`src/rtl/vnl_pkg.sv`:
```
`timescale 1ns / 1ps
package vnl_pkg;

    localparam int TABLE_ENTRIES = 256;
    localparam int FRACTION_BITS = 16;
    localparam int IDX_W         = 8;
    localparam int VAL_W         = 18;
    localparam int COORD_W       = 32;
    localparam logic [31:0] FILL_SEED = 32'h6D6F6953;

    localparam logic [1:0] DIM_X = 2'd0;
    localparam logic [1:0] DIM_Y = 2'd1;
    localparam logic [1:0] DIM_Z = 2'd2;
    localparam logic [1:0] DIM_T = 2'd3;

    typedef struct packed {
        logic             fill_val_we;
        logic             fill_perm_we;
        logic [IDX_W-1:0] fill_addr;
        logic             load;
        logic             prd;
        logic [1:0]       hsel;
        logic             vrd;
        logic [3:0]       corner;
        logic             take;
        logic             push;
        logic             mul;
        logic             add;
        logic [1:0]       lvl;
    } t_cmd;

    function automatic logic [31:0] f_xorshift(input logic [31:0] s);
        logic [31:0] a;
        a = s ^ (s << 13);
        a = a ^ (a >> 17);
        a = a ^ (a << 5);
        return a;
    endfunction

    // round(v * 2^17 / 0xFFFFFF) - 2^16, reciprocal estimate plus one correction
    function automatic logic signed [VAL_W-1:0] f_fill_value(input logic [23:0] v);
        logic [41:0] num;
        logic [41:0] est;
        logic [17:0] q;
        logic [41:0] rem;
        num = {1'b0, v, 17'd0} + 42'h7FFFFF;
        est = (num + (num >> 24)) >> 24;
        q   = est[17:0];
        rem = num - (({24'd0, q} << 24) - {24'd0, q});
        if (rem >= 42'hFFFFFF) begin
            q = q + 18'd1;
        end
        return $signed(q - 18'd65536);
    endfunction

endpackage

```
`src/rtl/vnl_ctrl.sv`:
```
`timescale 1ns / 1ps
module vnl_ctrl (
    input  logic          i_clk,
    input  logic          i_rst_n,
    input  logic          i_start,
    output logic          o_busy,
    output logic          o_valid,
    output vnl_pkg::t_cmd o_cmd
);
    import vnl_pkg::*;

    localparam logic [3:0] S_FILL  = 4'd0;
    localparam logic [3:0] S_IDLE  = 4'd1;
    localparam logic [3:0] S_HT    = 4'd2;
    localparam logic [3:0] S_HZ    = 4'd3;
    localparam logic [3:0] S_HY    = 4'd4;
    localparam logic [3:0] S_HX    = 4'd5;
    localparam logic [3:0] S_HV    = 4'd6;
    localparam logic [3:0] S_TAKE  = 4'd7;
    localparam logic [3:0] S_CHECK = 4'd8;
    localparam logic [3:0] S_MUL   = 4'd9;
    localparam logic [3:0] S_ADD   = 4'd10;
    localparam logic [3:0] S_DONE  = 4'd11;

    logic [3:0] r_state, n_state;
    logic [8:0] r_cnt, n_cnt;
    logic [3:0] r_corner, n_corner;
    logic [1:0] r_lvl, n_lvl;

    always_ff @(posedge i_clk) begin
        if (!i_rst_n) begin
            r_state  <= S_FILL;
            r_cnt    <= '0;
            r_corner <= '0;
            r_lvl    <= '0;
        end else begin
            r_state  <= n_state;
            r_cnt    <= n_cnt;
            r_corner <= n_corner;
            r_lvl    <= n_lvl;
        end
    end

    always_comb begin
        n_state  = r_state;
        n_cnt    = r_cnt;
        n_corner = r_corner;
        n_lvl    = r_lvl;
        o_busy   = 1'b1;
        o_valid  = 1'b0;
        o_cmd    = '0;
        o_cmd.corner    = r_corner;
        o_cmd.lvl       = r_lvl;
        o_cmd.fill_addr = r_cnt[8:1];
        case (r_state)
            S_FILL: begin
                o_cmd.fill_val_we  = ~r_cnt[0];
                o_cmd.fill_perm_we = r_cnt[0];
                n_cnt = r_cnt + 9'd1;
                if (r_cnt == 9'd511) begin
                    n_state = S_IDLE;
                end
            end
            S_IDLE: begin
                o_busy = 1'b0;
                if (i_start) begin
                    o_cmd.load = 1'b1;
                    n_corner   = '0;
                    n_lvl      = '0;
                    n_state    = S_HT;
                end
            end
            S_HT: begin
                o_cmd.prd  = 1'b1;
                o_cmd.hsel = DIM_T;
                n_state    = S_HZ;
            end
            S_HZ: begin
                o_cmd.prd  = 1'b1;
                o_cmd.hsel = DIM_Z;
                n_state    = S_HY;
            end
            S_HY: begin
                o_cmd.prd  = 1'b1;
                o_cmd.hsel = DIM_Y;
                n_state    = S_HX;
            end
            S_HX: begin
                o_cmd.prd  = 1'b1;
                o_cmd.hsel = DIM_X;
                n_state    = S_HV;
            end
            S_HV: begin
                o_cmd.vrd = 1'b1;
                n_state   = S_TAKE;
            end
            S_TAKE: begin
                o_cmd.take = 1'b1;
                n_lvl      = '0;
                n_state    = S_CHECK;
            end
            S_CHECK: begin
                if (!r_corner[r_lvl]) begin
                    o_cmd.push = 1'b1;
                    n_corner   = r_corner + 4'd1;
                    n_state    = S_HT;
                end else begin
                    n_state = S_MUL;
                end
            end
            S_MUL: begin
                o_cmd.mul = 1'b1;
                n_state   = S_ADD;
            end
            S_ADD: begin
                o_cmd.add = 1'b1;
                if (r_lvl == 2'd3) begin
                    n_state = S_DONE;
                end else begin
                    n_lvl   = r_lvl + 2'd1;
                    n_state = S_CHECK;
                end
            end
            S_DONE: begin
                o_valid = 1'b1;
                n_state = S_IDLE;
            end
            default: begin
                n_state = S_IDLE;
            end
        endcase
    end

endmodule

```
`config.mk`:
```
export PLATFORM = sky130hd
export DESIGN_NAME = vnl_ctrl
export DESIGN_NICKNAME = d
export VERILOG_FILES = /design/src/rtl/vnl_pkg.sv /design/src/rtl/vnl_ctrl.sv
export SDC_FILE = /design/constraint.sdc
export NUM_CORES = 1
export LEC_CHECK = 0
export BUFFER_PORTS_ARGS = -buffer_cell sky130_fd_sc_hd__buf_2
export CORE_MARGIN = 4
export CORE_UTILIZATION = 30
export CTS_CLUSTER_SIZE = 30
export DETAILED_ROUTE_END_ITERATION = 6
export PLACE_DENSITY = 0.58
export REMOVE_ABC_BUFFERS = 1
export SYNTH_ARGS = -nofsm -noshare
export SYNTH_HDL_FRONTEND = slang
export SYNTH_SLANG_ARGS = --single-unit
```
`constraint.sdc`:
```
create_clock -name i_clk -period 2.25 [get_ports i_clk]
set_input_delay 0.225 -clock i_clk [delete_from_list [all_inputs] [get_ports i_clk]]
set_output_delay 0.225 -clock i_clk [all_outputs]
set_load 0.02 [all_outputs]
```
* Yosys cells after proc, flatten, opt, wreduce, memory -nomap -nowiden
Index checks and enable logic that the tools add are counted.
Word-level totals: bits in latches 0, input bits 3, RAM bits 0, memories 0, output and inout bits 27, register bits after elaboration 19, ROM bits 0
Operators by class: equal/unequal tests 17, $mul 0, reduce and logical (&&, ||, !) cells 6, $lt $le $gt $ge 1, shift-type cells 0, divide/modulo/power cells 0, multiplexer cells 25, bitwise logic cells 1, add/subtract/negate cells 3
Operators with widths (number):
- 4-bit case mux with 11 select lines | 1
- 4-bit 2-to-1 mux | 5
- 4-bit by 3-bit equality test with 1-bit output (second input constant) | 4
- 4-bit equality test (second input constant) | 4
- 3-bit case mux with 4 select lines | 1
- 1-bit 2-to-1 mux | 11
- 9-bit by 1-bit adder with 9-bit output (second input constant) | 1
- 9-bit equality test (second input constant) | 1
- 4-bit by 2-bit equality test with 1-bit output (second input constant) | 2
- 2-bit 2-to-1 mux | 4
- 2-bit inequality test (second input constant) | 4
- 4-bit case mux with 2 select lines | 1
- 2-bit case mux with 3 select lines | 1
- 3-bit AND reduction | 2
- 4-bit by 1-bit adder with 4-bit output (second input constant) | 1
- 4-bit by 1-bit equality test with 1-bit output (second input constant) | 1
- 4-bit zero test | 1
- 2-bit by 3-bit < comparator with 1-bit output (second input constant) | 1
- 3-bit nonzero test | 1
- 2-bit by 1-bit adder with 2-bit output (second input constant) | 1
- 1-bit binary-select mux with 2-bit select | 1
- 2-bit equality test (second input constant) | 1
- 2-bit AND reduction | 1
- 2-bit nonzero test | 1
- 1-bit inverter | 1

* Logic depth before layout (Yosys ltp)
word-level depth 4, depth in mapped cells 6, depth with buffers taken out 5

* Worst setup path after synthesis
OpenSTA, ideal clock, no wires.
path kind reg-to-output, start point register r_lvl[0], end point output o_cmd[4] (netlist name), stages on the path, launching flop included 4, setup slack 466 ps, path buffers 0, arrival time 1559 ps, cells stage by stage dfxtp_1 mux4_2 or3_1 inv_1
RTL lines:
- start, declared | line vnl_ctrl.sv:28 | logic [1:0] r_lvl, n_lvl;
- start signal, assigned | line vnl_ctrl.sv:40 | r_lvl <= n_lvl;
- end, declared | line vnl_ctrl.sv:8 | output vnl_pkg::t_cmd o_cmd

==> impl_metrics.json <==
{
  "grt_pass1_vias": 963,
  "clock.fmax_mhz": 491.2,
  "critPathTopFamily": "multiplexers",
  "ios": 30,
  "crit_cells": 4,
  "path_clk_slew_ns": 0.08,
  "drive_above_1_share_pct": 25.45,
  "grt_max_degree": 18,
  "placed_cells": 209,
  "worst_setup_path_end_kind": "output port",
  "slowest_delay_ns": 0.56,
  "start_kind": "register",
  "ctsResizeCount": 0,
  "fin_ws_ns": 0.2140,
  "cts_buffer_depth": 2,
  "cp_data_required_time_ns": 2.03,
  "regToRegStartpoint": "r_state[0]",
  "htree_levels": 1,
  "regToRegEndpoint": "r_lvl[1]",
  "port_buffers": 29,
  "cp_num_buf_inv": 2,
  "p_leak_nw": 0.6269,
  "insertedDiodeCount": 0,
  "r2r_slack_ns": 0.56,
  "final_cell_area_sq_um": 1360,
  "area_growth_pct": 14.54,
  "cts_tree": "done",
  "finalWirelength_microns": 2624,
  "avgSynthCellArea_sq_um": 8.246,
  "hold_class": "in2reg",
  "dieArea_sq_um": 5028,
  "setup_viol": 0,
  "grt_pass1_wl_microns": 4664,
  "worst_r2r_path_depth": 4,
  "via_count": 1037,
  "grt_use_total_pct": 11.19,
  "core-area_sq_um": 3744,
  "vdd_drop_max_uv": 249.8,
  "rsz0062_at_grt": "false",
  "max_cap_viol_count": 0,
  "cts_buffers": 3,
  "wire_per_inst_microns": 12.32,
  "synth_cells": 144,
  "finalCritPeriodShare_pct": 90.49,
  "critPathCapture": "o_cmd[4]",
  "path_cells": "mux4_2, or3_1, inv_1, buf_2",
  "route.detailed.drc": 0,
  "whs_ns": 0.2946,
  "cts_sinks": 19,
  "post-cts-setup-buffers": 0,
  "fin_cells": 213,
  "status": "completed",
  "ys_types": 40,
  "ys_warn_count": 0,
  "ys_seq_area_share_pct": 32.03,
  "antenna_found_initial": 0,
  "drtPass1Iterations": 4,
  "fin_crit_ns": 2.036,
  "place_area_sq_um": 1311,
  "setup_tns_ns": 0,
  "hold_violations": 0,
  "hpwl_microns": 1959,
  "slowest_stage": "mux4_2",
  "worstPathArrival_ns": 1.81,
  "drt_iter0_markers": 85,
  "cellPowerDensity_nw_per_um2": 464.5,
  "whs_path_depth": 3,
  "clk_latency_ns": 0.26,
  "viasPerCell": 4.869,
  "synth-seq-cells": 19,
  "critical_path_class": "reg2out",
  "die_height_microns": 70.91,
  "worst_pin_slew_ns": 0.5633,
  "critical_path.startpoint": "r_lvl[0]",
  "gp_congestion": 0.7593,
  "overflow": 0,
  "place_ws_ns": 0.5141,
  "final_nets": 173,
  "relSlewSlack_pct": 62.40,
  "fin_skew_ns": 0.004988,
  "finalMaxSlewViolations": 0,
  "initial_core_util_pct": 31.72,
  "path_max_fanout": 5,
  "ant_nets": 0,
  "hold_buffers": 0,
  "synth_area_sq_um": 1187,
  "die_w_microns": 70.91,
  "num_rows": 22,
  "cts_root_buffer": "clkbuf_8"
}
## flip-flops by register name, indices dropped and copies added, names as in the netlist
register and count:
r_cnt 9, r_corner 4, r_state 4, r_lvl 2
## worst min-delay path, delay by kind of cell
family | cells | cell delay (ns)
AOI/OAI and AO/OA | 1 | 0.07
buffers and inverters | 1 | 0.14
and+or+nand+nor | 1 | 0.07
## synthesized netlist by cell type
cell type  instances  share of area (%)
a2111o_1           1               0.95
a2111oi_0          1               0.74
a21oi_1            7                3.0
a221oi_1           2                1.5
a31o_2             1               0.74
a31oi_1            2                1.1
and2_1             3                1.6
and2b_1            1               0.63
and3_1             3                1.6
and3b_1            1               0.74
and4_1             2                1.5
buf_2              1               0.42
buf_4             10                6.3
buf_6              2                1.9
clkbuf_1           2               0.63
dfxtp_1           19                 32
ha_1               4                4.2
inv_1              7                2.2
mux2i_1            2                1.7
mux4_2             1                1.9
nand2_1           10                3.2
nand2b_1           2                1.1
nand3_1            6                2.5
nand3b_1           3                1.9
nand4_1            2                1.1
nor2_1            15                4.7
nor2_2             1               0.53
nor2b_1            4                2.1
nor3_1             6                2.5
nor3b_1            1               0.63
nor4_1             1               0.53
nor4b_4            1                2.0
o211ai_1           1               0.63
o21ai_0            3                1.3
o21ai_1            2               0.84
o22ai_1            2                1.1
or2_2              1               0.53
or3_1              2                1.1
xnor2_1            3                2.2
xor2_1             6                4.4
## kinds of logic (layout without fill, tap and decap cells)
logic type                 Yosys count  in the layout  synth area share, %
AOI/OAI and AO/OA                   22             22                11.70
buffers and inverters               22             43                11.49
and+or+nand+nor                     65             65                30.35
muxes                                3              3                3.583
DFF                                 19             19                32.03
xor gates and xnor gates             9              9                6.639
adders and majority gates            4              4                4.215
## per-layer routing
metal	up-vias	part of all wire, %	global-route usage, %
met3	5	6.7	3.693
met4	0	0.65	1.879
met1	468	49	15.07
met5	-	0	0
li1	538	-	-
met2	26	44	17.71
## cells in the final DEF, fill, tap and decap left out, types with 2 or more instances in the layout
cell type	netlist	layout
nor2_1	15	15
and4_1	2	2
or3_1	2	2
nand2_1	10	10
mux2i_1	2	2
nand4_1	2	2
o21ai_0	3	3
clkbuf_8	0	3
xnor2_1	3	3
inv_1	7	7
nor2b_1	4	4
dfxtp_1	19	19
ha_1	4	4
and2_1	3	3
nand2b_1	2	2
nand3b_1	3	3
o22ai_1	2	2
xor2_1	6	6
a221oi_1	2	2
a31oi_1	2	2
and3_1	3	3
o21ai_1	2	2
buf_4	10	3
buf_2	1	29
nor3_1	6	6
a21oi_1	7	7
nand3_1	6	6
## worst min-delay path by stage
stage / startpoint / to / slack, ns
6_report: i_rst_n / r_corner[0] / 0.29
5_1_grt: i_rst_n / r_corner[0] / 0.30
3_3_place_gp: r_lvl[1] / r_lvl[1] / 0.51
3_5_place_dp: r_lvl[1] / r_lvl[1] / 0.51
4_1_cts: i_rst_n / r_corner[0] / 0.29
2_1_floorplan: i_rst_n / r_corner[1] / 0.38
## cell type report
cell class	count	area [sq um]
clock buffer	3	41.29
clock inverter	1	7.507
fill	424	2384
inverter	7	26.28
multi-input combinational	103	676.9
sequential	19	380.4
tap	48	60.06
timing repair buffer	32	167.7
## through the flow
step           power, mW  utilization [%]
3_5_place_dp      0.3917            35.03
5_1_grt           0.6642            36.33
4_1_cts           0.6432            36.33
6_report          0.6318            36.33
3_3_place_gp      0.3905            35.03
2_1_floorplan     0.3765                -
## power by group
| part | leakage [nW] | total (mW) | internal [mW] | switching, mW |
|---|---|---|---|---|
| clock | 0.0217 | 0.248 | 0.125 | 0.123 |
| sequential | 0.154 | 0.347 | 0.341 | 0.00605 |
| combinational | 0.452 | 0.0366 | 0.0132 | 0.0234 |
| total | 0.627 | 0.632 | 0.479 | 0.153 |
Power figures use the tool's default switching activity.
